==> src/design/self_organizing_list_search_macros.svh <==
// Assertion helpers used by the top design file.
`ifndef SELF_ORGANIZING_LIST_SEARCH_MACROS_SVH
`define SELF_ORGANIZING_LIST_SEARCH_MACROS_SVH

// Same-cycle implication, held off during reset.
`define SOLS_ASSERT_NOW(name, clk, rst, ante, cons) \
   name: assert property (@(posedge clk) disable iff (rst) (ante) |-> (cons)) \
      else $error("assertion failed: same-cycle check");

// Next-cycle implication, held off during reset.
`define SOLS_ASSERT_NEXT(name, clk, rst, ante, cons) \
   name: assert property (@(posedge clk) disable iff (rst) (ante) |=> (cons)) \
      else $error("assertion failed: next-cycle check");

`endif

==> src/design/sols_pkg.sv <==
`timescale 1ns / 1ps
package sols_pkg;

   localparam logic [1:0] CMD_SEARCH = 2'd0;
   localparam logic [1:0] CMD_INSERT = 2'd1;
   localparam logic [1:0] CMD_DELETE = 2'd2;
   localparam logic [1:0] CMD_CLEAR  = 2'd3;

   localparam logic [1:0] ST_OK       = 2'd0;
   localparam logic [1:0] ST_NOT_FOUND = 2'd1;
   localparam logic [1:0] ST_FULL     = 2'd2;

   localparam logic [2:0] STRAT_TRANSPOSE = 3'd0;
   localparam logic [2:0] STRAT_MOVE_FRONT = 3'd1;
   localparam logic [2:0] STRAT_K_SWAP    = 3'd2;
   localparam logic [2:0] STRAT_K_MOVE    = 3'd3;
   localparam logic [2:0] STRAT_COUNT     = 3'd4;
   localparam logic [2:0] STRAT_HYBRID    = 3'd5;

   localparam logic [2:0] CSR_STRATEGY = 3'd0;
   localparam logic [2:0] CSR_K_FRAC   = 3'd1;
   localparam logic [2:0] CSR_RUN_LIM  = 3'd2;
   localparam logic [2:0] CSR_WINDOW   = 3'd3;
   localparam logic [2:0] CSR_LENGTH   = 3'd4;

   localparam logic [2:0] OP_NONE   = 3'd0;
   localparam logic [2:0] OP_SHIFT  = 3'd1;
   localparam logic [2:0] OP_SWAP   = 3'd2;
   localparam logic [2:0] OP_INSERT = 3'd3;
   localparam logic [2:0] OP_DELETE = 3'd4;
   localparam logic [2:0] OP_CLEAR  = 3'd5;

   typedef struct packed {
      logic [1:0]  cmd;
      logic signed [31:0] key;
   } req_type;

   typedef struct packed {
      logic [1:0] status;
      logic [5:0] position;
   } rsp_type;

   typedef struct packed {
      logic [31:0] key;
      logic        valid;
      logic [15:0] hits;
   } entry_type;

endpackage

==> src/design/sols_cell.sv <==
`timescale 1ns / 1ps
module sols_cell #(
   parameter int IDX_W = 6,
   parameter int INDEX = 0
) (
   input  logic                clock,
   input  logic                reset,
   input  logic [2:0]          op_kind,
   input  logic [IDX_W-1:0]    op_lo,
   input  logic [IDX_W-1:0]    op_hi,
   input  sols_pkg::entry_type carry_ent,
   input  sols_pkg::entry_type other_ent,
   input  sols_pkg::entry_type left_ent,
   input  logic [31:0]         cmp_key,
   output sols_pkg::entry_type ent,
   output logic                match
);

   localparam logic [IDX_W-1:0] MY_IDX = IDX_W'(INDEX);

   logic [31:0] key_ff, key_in;
   logic        valid_ff, valid_in;
   logic [15:0] hits_ff, hits_in;

   always_comb begin
      key_in   = key_ff;
      valid_in = valid_ff;
      hits_in  = hits_ff;
      case (op_kind)
         sols_pkg::OP_SHIFT: begin
            if (MY_IDX == op_lo) begin
               {key_in, valid_in, hits_in} = carry_ent;
            end else if (MY_IDX > op_lo && MY_IDX <= op_hi) begin
               {key_in, valid_in, hits_in} = left_ent;
            end
         end
         sols_pkg::OP_SWAP: begin
            if (MY_IDX == op_lo) begin
               {key_in, valid_in, hits_in} = carry_ent;
            end else if (MY_IDX == op_hi) begin
               {key_in, valid_in, hits_in} = other_ent;
            end
         end
         sols_pkg::OP_INSERT: begin
            if (MY_IDX == op_lo) begin
               key_in   = cmp_key;
               valid_in = 1'b1;
            end
         end
         sols_pkg::OP_DELETE: begin
            if (MY_IDX == op_lo) begin
               valid_in = 1'b0;
            end
         end
         sols_pkg::OP_CLEAR: begin
            hits_in = 16'd0;
         end
         default: begin
         end
      endcase
   end

   always_ff @(posedge clock) begin
      key_ff <= key_in;
   end

   always_ff @(posedge clock) begin
      if (reset) begin
         valid_ff <= 1'b0;
         hits_ff  <= 16'd0;
      end else begin
         valid_ff <= valid_in;
         hits_ff  <= hits_in;
      end
   end

   assign ent   = '{key: key_ff, valid: valid_ff, hits: hits_ff};
   assign match = valid_ff && (key_ff == cmp_key);

endmodule

==> config.mk <==
export PLATFORM = sky130hd
export DESIGN_NAME = sols_cell
export DESIGN_NICKNAME = d
export VERILOG_FILES = /design/src/design/self_organizing_list_search_macros.svh /design/src/design/sols_pkg.sv /design/src/design/sols_cell.sv
export SDC_FILE = /design/constraint.sdc
export NUM_CORES = 1
export LEC_CHECK = 0
export BUFFER_PORTS_ARGS = -buffer_cell sky130_fd_sc_hd__buf_2
export CORE_MARGIN = 2
export CORE_UTILIZATION = 39
export DETAILED_ROUTE_END_ITERATION = 7
export PLACE_DENSITY = 0.81
export SYNTH_ARGS = -nofsm -noshare
export SYNTH_HDL_FRONTEND = slang
export SYNTH_SLANG_ARGS = --single-unit
==> constraint.sdc <==
create_clock -name clock -period 3.2 [get_ports clock]
set_input_delay 0.32 -clock clock [delete_from_list [all_inputs] [get_ports clock]]
set_output_delay 0.32 -clock clock [all_outputs]
set_load 0.005 [all_outputs]
* Word level (Yosys, flattened, before mapping) *
Cells that the tools add are included.
W data, S select, Z words.

word-level totals
  bits in registers = 49
  input port bits = 196
  logic and storage cells = 43

operators by class
  magnitude comparators = 2
  eq/ne operators = 10
  mux-type cells = 18
  reductions and logical operators = 10

operators by type and width
  cell                  number
  $mux W32              5
  $pmux W32 S3          1
  $mux W16              4
  $pmux W16 S3          1
  $eq A32 B32 Y1        1
  $logic_not A6 Y1      2
  $eq A3 B2 Y1 const B  2
  $eq A3 B3 Y1 const B  2
  $gt A1 B6 Y1 const A  1
  $le A1 B6 Y1 const A  1
  $mux W1               6
  $ne A3 B3 Y1 const B  2
  $reduce_bool A3 Y1    2
  $reduce_and A5 Y1     1
  $ne A2 B2 Y1 const B  2
  $pmux W1 S4           1
  $reduce_and A4 Y1     1
  $reduce_bool A4 Y1    1
  $eq A3 B1 Y1 const B  1
  $reduce_and A3 Y1     1
  $logic_and A1 B1 Y1   2

* Depth between registers and ports, before layout *
Gate-level depths: netlist (run 1).

  depth in word-level cells = 5
  gate-level depth with buffers = 8

* Least setup slack after synthesis (run 1) *
Ideal clock, no wire load.

  kind = input to register
  start point = input port op_hi[0]
  end point = register valid_ff
  data arrival time = 3.138 ns
  path slack = -0.027 ns
  cell stages on the path = 5
  cells stage by stage = or4_4 > or4_1 > a211oi_2 > nor3_1 > a311oi_2

on the way
  cells in the longest elaborated chain, start to end = 4
  elaborated cells between the ends (all ways) = 6
  classes of those cells = order compare: 1; eq/ne: 2; reduce/logical: 3

ends and longest elaborated chain
  element                          RTL line         RTL
  from (decl)                      sols_cell.sv:10  input logic [IDX_W-1:0] op_hi,
  $le A1 B6 Y1                     sols_cell.sv:33  end else if (MY_IDX > op_lo && MY_IDX <= op_hi) begin
  $logic_and A1 B1 Y1              sols_cell.sv:33
  $ne A3 B3 Y1 (no line)           -
  $reduce_and A5 Y1 (no line) (*)  -
  to (signal assigned)             sols_cell.sv:72  valid_ff <= valid_in;
  to (decl)                        sols_cell.sv:22  logic valid_ff, valid_in;

Every way passes the cells marked *; elsewhere a longest branch is shown, timed or not.
A chain may end at the register's enable or synchronous reset.

* Final worst setup path (run 1) *
  start point = register key_ff[28]
  end point = output port match

on the way
  cells in the longest elaborated chain, start to end = 2

ends and longest elaborated chain
  element                 RTL line         RTL
  from (decl)             sols_cell.sv:21  logic [31:0] key_ff, key_in;
  from (signal assigned)  sols_cell.sv:64  key_ff <= key_in;
  $eq A32 B32 Y1          sols_cell.sv:78  assign match = valid_ff && (key_ff == cmp_key);
  $logic_and A1 B1 Y1     sols_cell.sv:78
  to (decl)               sols_cell.sv:16  output logic match

No other way between the ends.

==> run summary, run 1 <==
WHS Path Cells - 3
Drt total wl - 12,990 um
Critical-path maximum fanout - 2
Status - completed
Yosys warnings - 0
Vias in the first global route - 4,249
Initial antenna violation count - 0
Post-synth EDFFs - 32
Seq/Total Area, Yosys - 34.95%
Layout area overhead - 38.00%
Maximum vdd ir drop - 0.0001782 V
Largest net degree at the start of global routing - 49
Number of inserted diodes - 0
Worst R2R Setup Slack - 2.42 ns
Clock root cell - clkbuf_8
Post-placement cell count - 799
Startpoint type of the worst setup path - register
Crit Path Class - register to output port
Layout net count - 873
Setup bufs post-CTS - 0
Starting Density - 40.30%
Share of layout cells above drive strength 1 - 40.86%
Core area - 9240 um2
Type of element capturing the critical path - output port
Synthesized flop and latch total - 49
Via density - 5.440
Post-DR wirelength/cell - 16.10 um
Slew @ Worst Pin - 0.9048 ns
Synth Instances - 458
Min-Delay Endpoint - hits_ff[7]
Rows - 35
Post-CTS sizing - 0
Hold_buf cts - 0
Die width - 101.7 um
GRT Total Usage - 24.09%
Clock Latency Late Sink - 0.29 ns
HPWL after DPL - 10,070 um
CP Data Arrival Time - 2.51 ns
Rel. slew slack - 39.55%
Gpl congestion - 0.9327
Max frequency - 353.7 MHz
Worst clock skew - 0 ns
CTS sink cnt - 49
CTS Buf Count - 5
Worst EP required - 2.88 ns
Average size of a mapped cell - 8.130 um2
Number of routed nets with antenna violations - 0
Die area - 10,340 um2
Register Area - 1301 um2
IO Port Bufs - 245
DIE HEIGHT - 101.7 um
IO Count - 246
Drt first pass iters - 4
Htree depth - 2
Vias - 4,390
RSZ-0062 raised after global routing - false
Worst-path clk slew - 0.09 ns
GRT overflow - 0
Critical R2R Launch - valid_ff
Area of the multi-input gates - 2206 um2
Primary FF master, synth - edfxtp_1
Max Cap Viol - 0
Tcrit/Tclk final - 88.36%
R2R Path End - valid_ff
Syn nets - 654
Clock period minus worst slack - 2.827 ns
Power Dens Cells - 285.6 nW/um2
DR iter-0 viols - 200
Fin. Hold Viols - 0
# DRC - 0
Leakage power - 2.388 nW
Hold_sp - carry_ent[7]
Final setup vio count - 0
Cell Area, Synth - 3724 um2
Max-slew violation count - 0
Worst R2R Path Depth - 2
Post-synth ARST share - 0%
CTS Buffer Depth - 2
Global-route wire length before repair - 19,790 um
Hold WC Path Type - input port to register
Synth unique cells - 41
TritonCTS clock tree - built
FILL cells - 863
Cell Count, Final, Fillers Out - 807
Setup TNS - 0 ns
## layout make-up
type	count	share of cell area, %
flip-flops and latches	49	25.32
clock inverters	1	0.09739
repair buffers	256	25.47
clock buffers	7	1.875
inverters	16	1.169
multi-input cells	349	42.93
well taps	129	3.141
## Yosys cell counts, drive strengths merged, types with 3 or more instances
cell / n / area [um2]
a211oi: 16 / 130.1
o21ai: 7 / 35.03
nor4: 4 / 25.02
clkbuf: 36 / 135.1
mux2i: 5 / 50.05
inv: 16 / 60.06
xor2: 4 / 35.03
o211ai: 28 / 210.2
a21o: 6 / 45.04
a21boi: 27 / 202.7
a221oi: 16 / 140.1
nand4: 7 / 43.79
nor2: 3 / 11.26
edfxtp: 32 / 960.9
xnor2: 28 / 245.2
buf: 8 / 45.04
dfxtp: 17 / 340.3
and3: 27 / 168.9
nand2: 62 / 235.2
nand3: 17 / 85.08
a21oi: 75 / 379.1
## where the power goes
part / leakage (nW) / switching [mW] / internal, mW / total [mW]
Sequential: 0.430 / 0.00842 / 0.693 / 0.701
Combinational: 1.90 / 0.182 / 0.185 / 0.367
Clock: 0.0542 / 0.204 / 0.196 / 0.400
## registers in the layout (all words and copies together), names as in the netlist
register	count
hits_ff	16
key_ff	32
valid_ff	1
## worst max path at each step
stage	start	endpoint	slack [ns]	depth (start not counted)
global route	key_ff[28]	match	0.10	6
finish	key_ff[28]	match	0.37	6
global placement	cmp_key[28]	match	0.63	7
floorplan	op_hi[0]	valid_ff	0.43	5
detailed placement	op_hi[0]	valid_ff	0.61	7
CTS	key_ff[28]	match	0.35	6
## per-stage QoR
stage	worst slack [ns]	hold WS, ns	utilization, %	power, mW	area [um2]
final	0.3726	0.4009	55.61	1.468	5139
after global routing	0.1045	0.3971	55.61	1.551	5139
after CTS	0.3501	0.3908	55.61	1.481	5139
after detailed placement	0.6079	0.4502	54.52	1.080	5037
after global placement	0.6258	0.4419	54.52	1.070	5037
after floorplan	0.4252	0.4504	-	0.8934	3731
## placed cells by master (no fill, tap or decap), types with 2 or more instances in the layout
cell      synthesis  layout
nand3_1          17      17
nand2_1          61      61
o21ai_0           5       5
nor2_1            3       2
nor3_1            2       2
mux2_2            2       2
buf_4             1      11
xor2_1            4       4
edfxtp_1         32      32
and2_1            2       2
buf_2             3     245
o21ai_1           2       2
a21o_1            6       6
and3_1           27      27
o211ai_1         28      28
inv_1            16      16
dfxtp_1          17      17
mux2i_1           5       5
nor4_1            4       3
a21oi_1          74      74
nand4_1           7       7
xnor2_1          28      28
a221oi_1         16      16
a21boi_0         27      27
clkbuf_8          0       7
a211oi_1         14      14
## routing by layer
layer | routed length, um | GRT usage, %
met3 | 995 | 4.417
met2 | 6668 | 44.89
met4 | 333 | 8.420
met5 | 0 | 0
met1 | 4994 | 27.30
## cells by family after synthesis
logic type / share of synthesized area [%]
AOI/OAI and AO/OA: 31.28
and+or+nand+nor: 17.84
buffers and inverters: 6.452
DFF: 34.95
xor gates and xnor gates: 7.527
muxes: 1.949
## critical path, cell delays in order (launching register included)
cell and delay (ns):
edfxtp_1 0.41, xnor2_1 0.31, nand4_1 0.15, nor4_1 0.50, nand4_1 0.18, nor4_1 0.47
buf_2 0.20
No activity file was read; power rests on OpenSTA's default activity.
==> run 2: changes to the inputs <==
--- a/config.mk
+++ b/config.mk
@@ -9,7 +9,7 @@
 export CORE_MARGIN = 2
 export CORE_UTILIZATION = 39
 export DETAILED_ROUTE_END_ITERATION = 7
-export PLACE_DENSITY = 0.81
+export PLACE_DENSITY = 0.9
 export SYNTH_ARGS = -nofsm -noshare
 export SYNTH_HDL_FRONTEND = slang
 export SYNTH_SLANG_ARGS = --single-unit
==> run 2 against run 1 <==
Net effect:
- sequential share of layout area is essentially flat
- non-clock buffer count shrank 1
- first-iteration DRC count shrank 9.0%
- largest power group unchanged
- cell count shrank 0.12%
- core utilization grew 0.11 points
==> run summary, run 2 (synthesis gave the netlist of run 1 again) <==
Leakage power - 2.389 nW
Clock Latency Late Sink - 0.30 ns
Place WS - 0.6153 ns
Hold_sp - carry_ent[6]
CP Launch Point - key_ff[28]
Setup TNS - 0 ns
Post-DR wirelength/cell - 16.05 um
RSZ-0062 raised after global routing - false
Rows - 35
Critical-path maximum fanout - 2
Worst clock skew - 0 ns
Largest net degree at the start of global routing - 67
Crit Path Class - register to output port
CTS Buffer Depth - 2
CTS sink cnt - 49
CP peak stage delay - 0.52 ns
P_sw - 0.3950 mW
Commonest non-fill, non-tap cell in the layout - buf_2
DR iter-0 viols - 182
Setup bufs post-CTS - 0
Clock power frac - 28.7%
Starting Density - 40.30%
Layout area overhead - 38.27%
Worst R2R Path Depth - 2
Gpl congestion - 0.8905
Tcrit/Tclk final - 82.55%
Startpoint type of the worst setup path - register
Final setup vio count - 0
Vias - 4,370
Die area - 10,340 um2
Worst Setup EP - match
# DRC - 0
Via density - 5.422
Drt total wl - 12,940 um
Slew @ Worst Pin - 1.076 ns
Clock period minus worst slack - 2.642 ns
IO Count - 246
Largest register FFs - 32
Pint - 1.101 mW
Sw Share - 26.40%
Power Dens Cells - 290.6 nW/um2
Type of element capturing the critical path - output port
Tot Pwr - 1.496 mW
Sequential power share - 46.9%
Share of layout cells above drive strength 1 - 40.62%
Top flop regs - key_ff x32, hits_ff x16, valid_ff x1
Post-placement cell count - 798
Worst EP required - 2.88 ns
Cell Count, Final, Fillers Out - 806
Hold_buf cts - 0
Htree depth - 2
R2R Path End - valid_ff
Layout net count - 872
Rel. slew slack - 27.81%
HPWL after DPL - 9948 um
Most frequent cells in the layout - buf_2 (245), a21oi_1 (74), nand2_1 (61), edfxtp_1 (32)
Max-slew violation count - 0
Fin. Hold Viols - 0
Hold WC Path Type - input port to register
Drt first pass iters - 5
Initial antenna violation count - 0
CTS Buf Count - 5
Max frequency - 378.6 MHz
TritonCTS clock tree - built
Worst-path clk slew - 0.10 ns
Combinational power share - 24.4%
Max Cap Viol - 0
Worst R2R Setup Slack - 2.44 ns
Area of the multi-input gates - 2201 um2
Critical R2R Launch - valid_ff
Vias in the first global route - 4,122
FILL cells - 868
Register Area - 1301 um2
Critical-path cell list - xnor2_1 -> nand4_1 -> nor4_1 -> nand4_1 -> nor4_1 -> buf_2
Min setup slack post-route - 0.5585 ns
Maximum vdd ir drop - 0.0001655 V
Global-route wire length before repair - 19,750 um
Core area - 9240 um2
Post-CTS sizing - 0
IO Port Bufs - 245
CP Data Arrival Time - 2.32 ns
Number of inserted diodes - 0
Number of routed nets with antenna violations - 0
CP max-delay cell - nor4_1
Status - completed
Die width - 101.7 um
Clock root cell - clkbuf_8
DIE HEIGHT - 101.7 um
GRT Total Usage - 24.33%
Largest Register - key_ff
GRT overflow - 0
==> run 2: changes by cell type in the layout (fill, tap and decap cells not counted), sizes merged <==
cell / delta
buf: -1
clkbuf: +1
clkinv: -1
==> run 2: critical path: cells and delay by family (launching register included) <==
family,cells,cell delay (ns)
xor+xnor,1,0.24
flops,1,0.42
buf+inv,1,0.19
simple gates,4,1.20
==> run 2: layout make-up <==
class | instances | area share [%]
clock buffers | 8 | 2.163
inverters | 16 | 1.166
well taps | 129 | 3.135
repair buffers | 255 | 25.52
flip-flops and latches | 49 | 25.27
multi-input cells | 349 | 42.75
==> run 2: stage by stage <==
stage | hold slack [ns] | util (%) | area [um2]
floorplan | 0.4504 | - | 3731
finish | 0.3937 | 55.72 | 5149
global route | 0.4009 | 55.72 | 5149
detailed placement | 0.4478 | 54.52 | 5037
CTS | 0.3885 | 55.72 | 5149
global placement | 0.4426 | 54.52 | 5037
==> run 2: power by group through the flow <==
stage	registers, mW	logic, mW	clock network, mW
6_report	0.701	0.365	0.430
5_1_grt	0.703	0.407	0.470
4_1_cts	0.701	0.366	0.438
3_5_place_dp	0.715	0.365	0
3_3_place_gp	0.715	0.360	0
2_1_floorplan	0.716	0.177	0
==> run 2: metal layers <==
metal / GRT usage, % / part of all wire (%) / vias to the layer above
met5: 0 / 0 / -
met4: 6.757 / 2.1 / 0
met3: 6.211 / 8.9 / 24
met2: 45.80 / 52 / 228
met1: 26.80 / 37 / 1993
li1: - / - / 2125
==> run 2: worst min-delay path by stage <==
stage / cells after the start / end
finish: 3 / hits_ff[6]
global route: 3 / hits_ff[13]
CTS: 3 / hits_ff[7]
detailed placement: 2 / hits_ff[3]
global placement: 2 / hits_ff[3]
floorplan: 2 / hits_ff[0]
